<file path="src/rtl/assert_macros.svh">
// Assertion macros shared by the console RTL.
// Needs a clock named clk and an active-low reset named arst_n in scope.
`ifndef ASSERT_MACROS_SVH
`define ASSERT_MACROS_SVH

`ifndef SYNTHESIS
// Check cons in the same cycle as ante.
`define TXT_ASSERT_IMPL(lbl, ante, cons) \
	lbl: assert property (@(posedge clk) disable iff (!arst_n) (ante) |-> (cons)) \
		else $error("console assertion failed");
// Check cons in the cycle after ante.
`define TXT_ASSERT_NEXT(lbl, ante, cons) \
	lbl: assert property (@(posedge clk) disable iff (!arst_n) (ante) |=> (cons)) \
		else $error("console assertion failed");
`else
`define TXT_ASSERT_IMPL(lbl, ante, cons)
`define TXT_ASSERT_NEXT(lbl, ante, cons)
`endif

`endif

</file>
<file path="src/rtl/txtcon_pkg.sv">
// Shared types and constants for the text console.
// No dependencies.
package txtcon_pkg;

	localparam int COLUMNS_DEF = 80;
	localparam int ROWS_DEF    = 25;

	localparam int COL_PORT_W  = 7;
	localparam int ROW_PORT_W  = 5;
	localparam int CHAR_W      = 8;
	localparam int ATTR_W      = 8;
	localparam int CELL_W      = 16;
	localparam int DELTA_W     = 8;
	// position plus signed offset, wide enough for 127 + 127 and -128
	localparam int SUM_W       = 10;

	localparam logic [CHAR_W-1:0] NEWLINE_CODE = 8'h0A;
	localparam logic [CHAR_W-1:0] BLANK_CHAR   = 8'h20;
	localparam logic [CHAR_W-1:0] NULL_CODE    = 8'h00;

	typedef enum logic [1:0] {
		ACT_PUT  = 2'd0,
		ACT_MOVE = 2'd1,
		ACT_READ = 2'd2
	} action_t;

endpackage

</file>
<file path="src/rtl/txtcon_clamp.sv">
// Signed offset and clamp of one pointer coordinate to [0, LIMIT-1].
// Depends on txtcon_pkg.
module txtcon_clamp import txtcon_pkg::*; #(
	parameter int LIMIT = COLUMNS_DEF,
	parameter int POS_W = $clog2(COLUMNS_DEF)
) (
	input  logic [POS_W-1:0]          base,
	input  logic signed [DELTA_W-1:0] delta,
	output logic [POS_W-1:0]          pos
);

	localparam logic signed [SUM_W-1:0] LIMIT_S = SUM_W'(LIMIT);

	logic signed [SUM_W-1:0] sum;

	assign sum = $signed(SUM_W'(base)) + SUM_W'(delta);

	always_comb begin
		if (sum < $signed(SUM_W'(0))) begin
			pos = '0;
		end else if (sum >= LIMIT_S) begin
			pos = POS_W'(LIMIT - 1);
		end else begin
			pos = sum[POS_W-1:0];
		end
	end

endmodule

</file>
<file path="config.mk">
export PLATFORM = sky130hd
export DESIGN_NAME = txtcon_clamp
export DESIGN_NICKNAME = d
export VERILOG_FILES = /design/src/rtl/assert_macros.svh /design/src/rtl/txtcon_pkg.sv /design/src/rtl/txtcon_clamp.sv
export SDC_FILE = /design/constraint.sdc
export NUM_CORES = 1
export LEC_CHECK = 0
export BUFFER_PORTS_ARGS = -buffer_cell sky130_fd_sc_hd__buf_2
export CORE_AREA = 2 2 39 41
export DETAILED_ROUTE_END_ITERATION = 16
export DIE_AREA = 0 0 41 43
export GPL_TIMING_DRIVEN = 1
export SYNTH_ARGS = -nofsm -noshare
export SYNTH_HDL_FRONTEND = slang
export SYNTH_SLANG_ARGS = --single-unit
</file>
<file path="constraint.sdc">
create_clock -name vclk -period 3.45
set_input_delay 0.1725 -clock vclk [all_inputs]
set_output_delay 0.1725 -clock vclk [all_outputs]
set_load 0.05 [all_outputs]
</file>
## Word-level counts from Yosys, hierarchy flattened

Index checks and enable logic that the tools add are counted.

- Output and inout port bits: 7
- Logic and storage cells: 5
- Register bits: 0
- Input port bits: 15

- Add/subtract/negate cells: 1
- $lt $le $gt $ge: 2
- Multiplexer cells: 2

Operators by type and width:

| kind | number |
|---|---|
| $mux 7 | 2 |
| $add 8x8->9 | 1 |
| $ge 9x8->1 const B | 1 |
| $lt 9x1->1 const B | 1 |

## Depth between registers and ports, before layout

- Depth in word-level cells: 4
- Mapped depth: 7
- Gate-level depth less buffers: 7

## Least setup slack after synthesis

OpenSTA, ideal clock, no wires.

- Kind: in2out
- From: in base[0]
- To: out pos[0]
- Slack: 0.855 ns
- Data arrival time: 2.423 ns
- Required time: 3.277 ns
- Stages: 7
- Cells stage by stage: ha_1 > fa_1 > a211oi_2 > o31ai_1 > xor2_1 > a32oi_2 > a21oi_1

- Word-level cells in the longest chain between the ends: 4

RTL lines:

| item | line | source |
|---|---|---|
| start: declaration | txtcon_clamp.sv:7 | `input logic [POS_W-1:0] base,` |
| $add 8x8->9 * | txtcon_clamp.sv:16 | `assign sum = $signed(SUM_W'(base)) + SUM_W'(delta);` |
| $ge 9x8->1 | txtcon_clamp.sv:21 | `end else if (sum >= LIMIT_S) begin` |
| $mux 7 | txtcon_clamp.sv:21 |  |
| $mux 7 * | txtcon_clamp.sv:19 | `if (sum < $signed(SUM_W'(0))) begin` |
| end: declaration | txtcon_clamp.sv:9 | `output logic [POS_W-1:0] pos` |

Every way passes the cells marked *; elsewhere a longest branch is shown, timed or not.

## Worst setup path in the final report

- From: in base[0]
- To: out pos[4]

Same word-level chain as after synthesis.

==> flow_summary.toml <==
[synth]
syn_inst = 54
synth_nets = 77
synth_area_leaders = "ha_1 (22%), a21oi_1 (9.8%), xnor2_1 (6.5%)"
ys.warnings.count = 0
yosysUniqueCellTypes = 26
synth.top_cell.area_share_pct = 21.5
synth-compound-area-share_pct = 38.8
yosysTopAreaCell = "ha_1"
synth_fa_ha_area_share_pct = 26.5
synth_mux_area_share_pct = 0
syn_area_per_cell_um2 = 7.53
ys_seq_area_share_pct = 0
synthSimpleGateAreaFrac_pct = 22.5
synth-xor-area-share_pct = 8.62
netlist_area_um2 = 407
synth_top_family_by_area = "compound AO/OA/AOI/OAI gates"

[cts]
ctsHoldBuffers = 0
post-cts-setup-buffers = 0
cts.repair.resized = 0

[sta]
slew_headroom_pct = 62.9
post-route-period-util_pct = 71.8
setup_violations = 0
hold_slack_ps = 923
finalCriticalPeriod_ps = 2480
report.final.slew_viol_count = 0
rsz0062_at_grt = "false"
tns_ps = 0
fmax_mhz = 404
finalHoldViolCount = 0
worstMarginPinSlew_ps = 553

[floorplan]
initial_core_util_pct = 29.4
rows = 14
dieArea_um2 = 1760
fp.dieH_um = 43
core_area_um2 = 1380
die_x_um = 41
io_pins = 22

[layout]
layout_common_cells = "buf_2 (22), a21oi_1 (8), ha_1 (7)"
design_area_um2 = 537
num_antenna_cells = 0
num-nets-final = 101
drive_gt1_share_pct = 36.8
seq_area_um2 = 0
final.fill_count = 160
multiInputGateArea_um2 = 392
flops_and_latches = 0
final_common_cell = "buf_2"
area_growth_pct = 32.0
clkbuf_count = 0

[power]
peakVddDrop_mv = 0.147
powerDensity_nw_per_um2 = 279
leakage_nw = 0.262

[setup_path]
required_ps = 3280
cp-start-kind = "input pin"
crit_path_max_fanout = 5
cp-end-kind = "output port"
crit_type = "input pin to output port"
critical_path_arrival_ps = 2300

[placement]
io_buffers = 22
gp_congestion = 0.809
dp_hpwl_um = 814
postPlaceCellArea_um2 = 537

[worst_hold_path]
hold_end = "pos[6]"
min_delay_path_depth = 5
hp-start = "delta[7]"
hold_class = "input pin to output port"

[grt]
gr-total-overflow = 0
grt_first_pass_wirelength_um = 1410
grt_max_degree = 8
track_usage_pct = 10.5
first_global_vias = 381
grt_antenna_before_repair = 0

[routing]
drtIter0Drc = 4
totalWireLength_um = 898
wl_per_cell_um = 9.76
ant_nets = 0
vias_per_cell = 5.07
vias = 466
first_pass_iters = 2
drc = 0

[run_status]
status = "finished, final reports clean"

[flow_run]
maxCapViolations = 0
[cells in the mapped netlist]
cell type and n:
xnor2_1 3, nand3_1 1, or2_2 1, or4b_1 1, or3_1 1, or3_2 1, o31ai_1 1, nand2_1 3
ha_1 7, nor4_1 1, nor2_1 3, and2_1 2, inv_1 4, a211oi_1 1, a211o_1 1, a21o_1 1
nor3_2 1, xor2_1 1, a32oi_2 1, nor3_1 1, fa_1 1, a2bb2oi_1 2, a211oi_2 2, o21ai_0 4
o21a_1 1, a21oi_1 8
[per-layer routing]
metal,vias to the layer above,routed length [um],global-route usage [%]
li1,255,-,-
met1,198,404,15.8
met2,13,431,17.2
met3,0,63,0
met4,0,0,0
met5,-,0,0
[worst max-delay path: stages]
cell and delay, ps:
buf_2 100, ha_1 230, fa_1 430, a211oi_2 340, o31ai_1 160, xor2_1 180, a32oi_2 280, and2_1 160
buf_2 250
[worst max-delay path by stage]
stage | slack [ps] | endpoint | start | cells after the start
after global placement | 980 | pos[4] | base[0] | 9
after detailed placement | 960 | pos[3] | base[0] | 8
final | 970 | pos[4] | base[0] | 9
after floorplan | 850 | pos[0] | base[0] | 7
after global routing | 760 | pos[3] | base[0] | 8
after CTS | 960 | pos[3] | base[0] | 8
[power by group]
group / switching [mW] / internal, mW
clock: 0 / 0
combinational: 0.0995 / 0.0505
sequential: 0 / 0
[logic make-up (layout without fill, tap and decap cells)]
logic type,count (synthesis),in the layout
buffers and inverters,4,26
AOI/OAI and AO/OA,22,22
adders and majority gates,8,8
and+or+nand+nor,16,16
xor gates and xnor gates,4,4
[cell type report]
| class | count | share of cell area (%) |
|---|---|---|
| Timing Repair Buffer | 22 | 20.5 |
| Inverter | 4 | 2.80 |
| Multi-Input combinational cell | 50 | 73.0 |
| Tap cell | 16 | 3.73 |
[per-stage QoR]
stage                     cells  worst slack (ps)  utilization (%)  total power [mW]
after global placement       92               977             38.8             0.150
after detailed placement     92               956             38.8             0.151
after global routing         92               757             38.8             0.163
after floorplan              54               855                -             0.118
after CTS                    92               956             38.8             0.151
final                        92               973             38.8             0.150
Power figures use the tool's default switching activity.
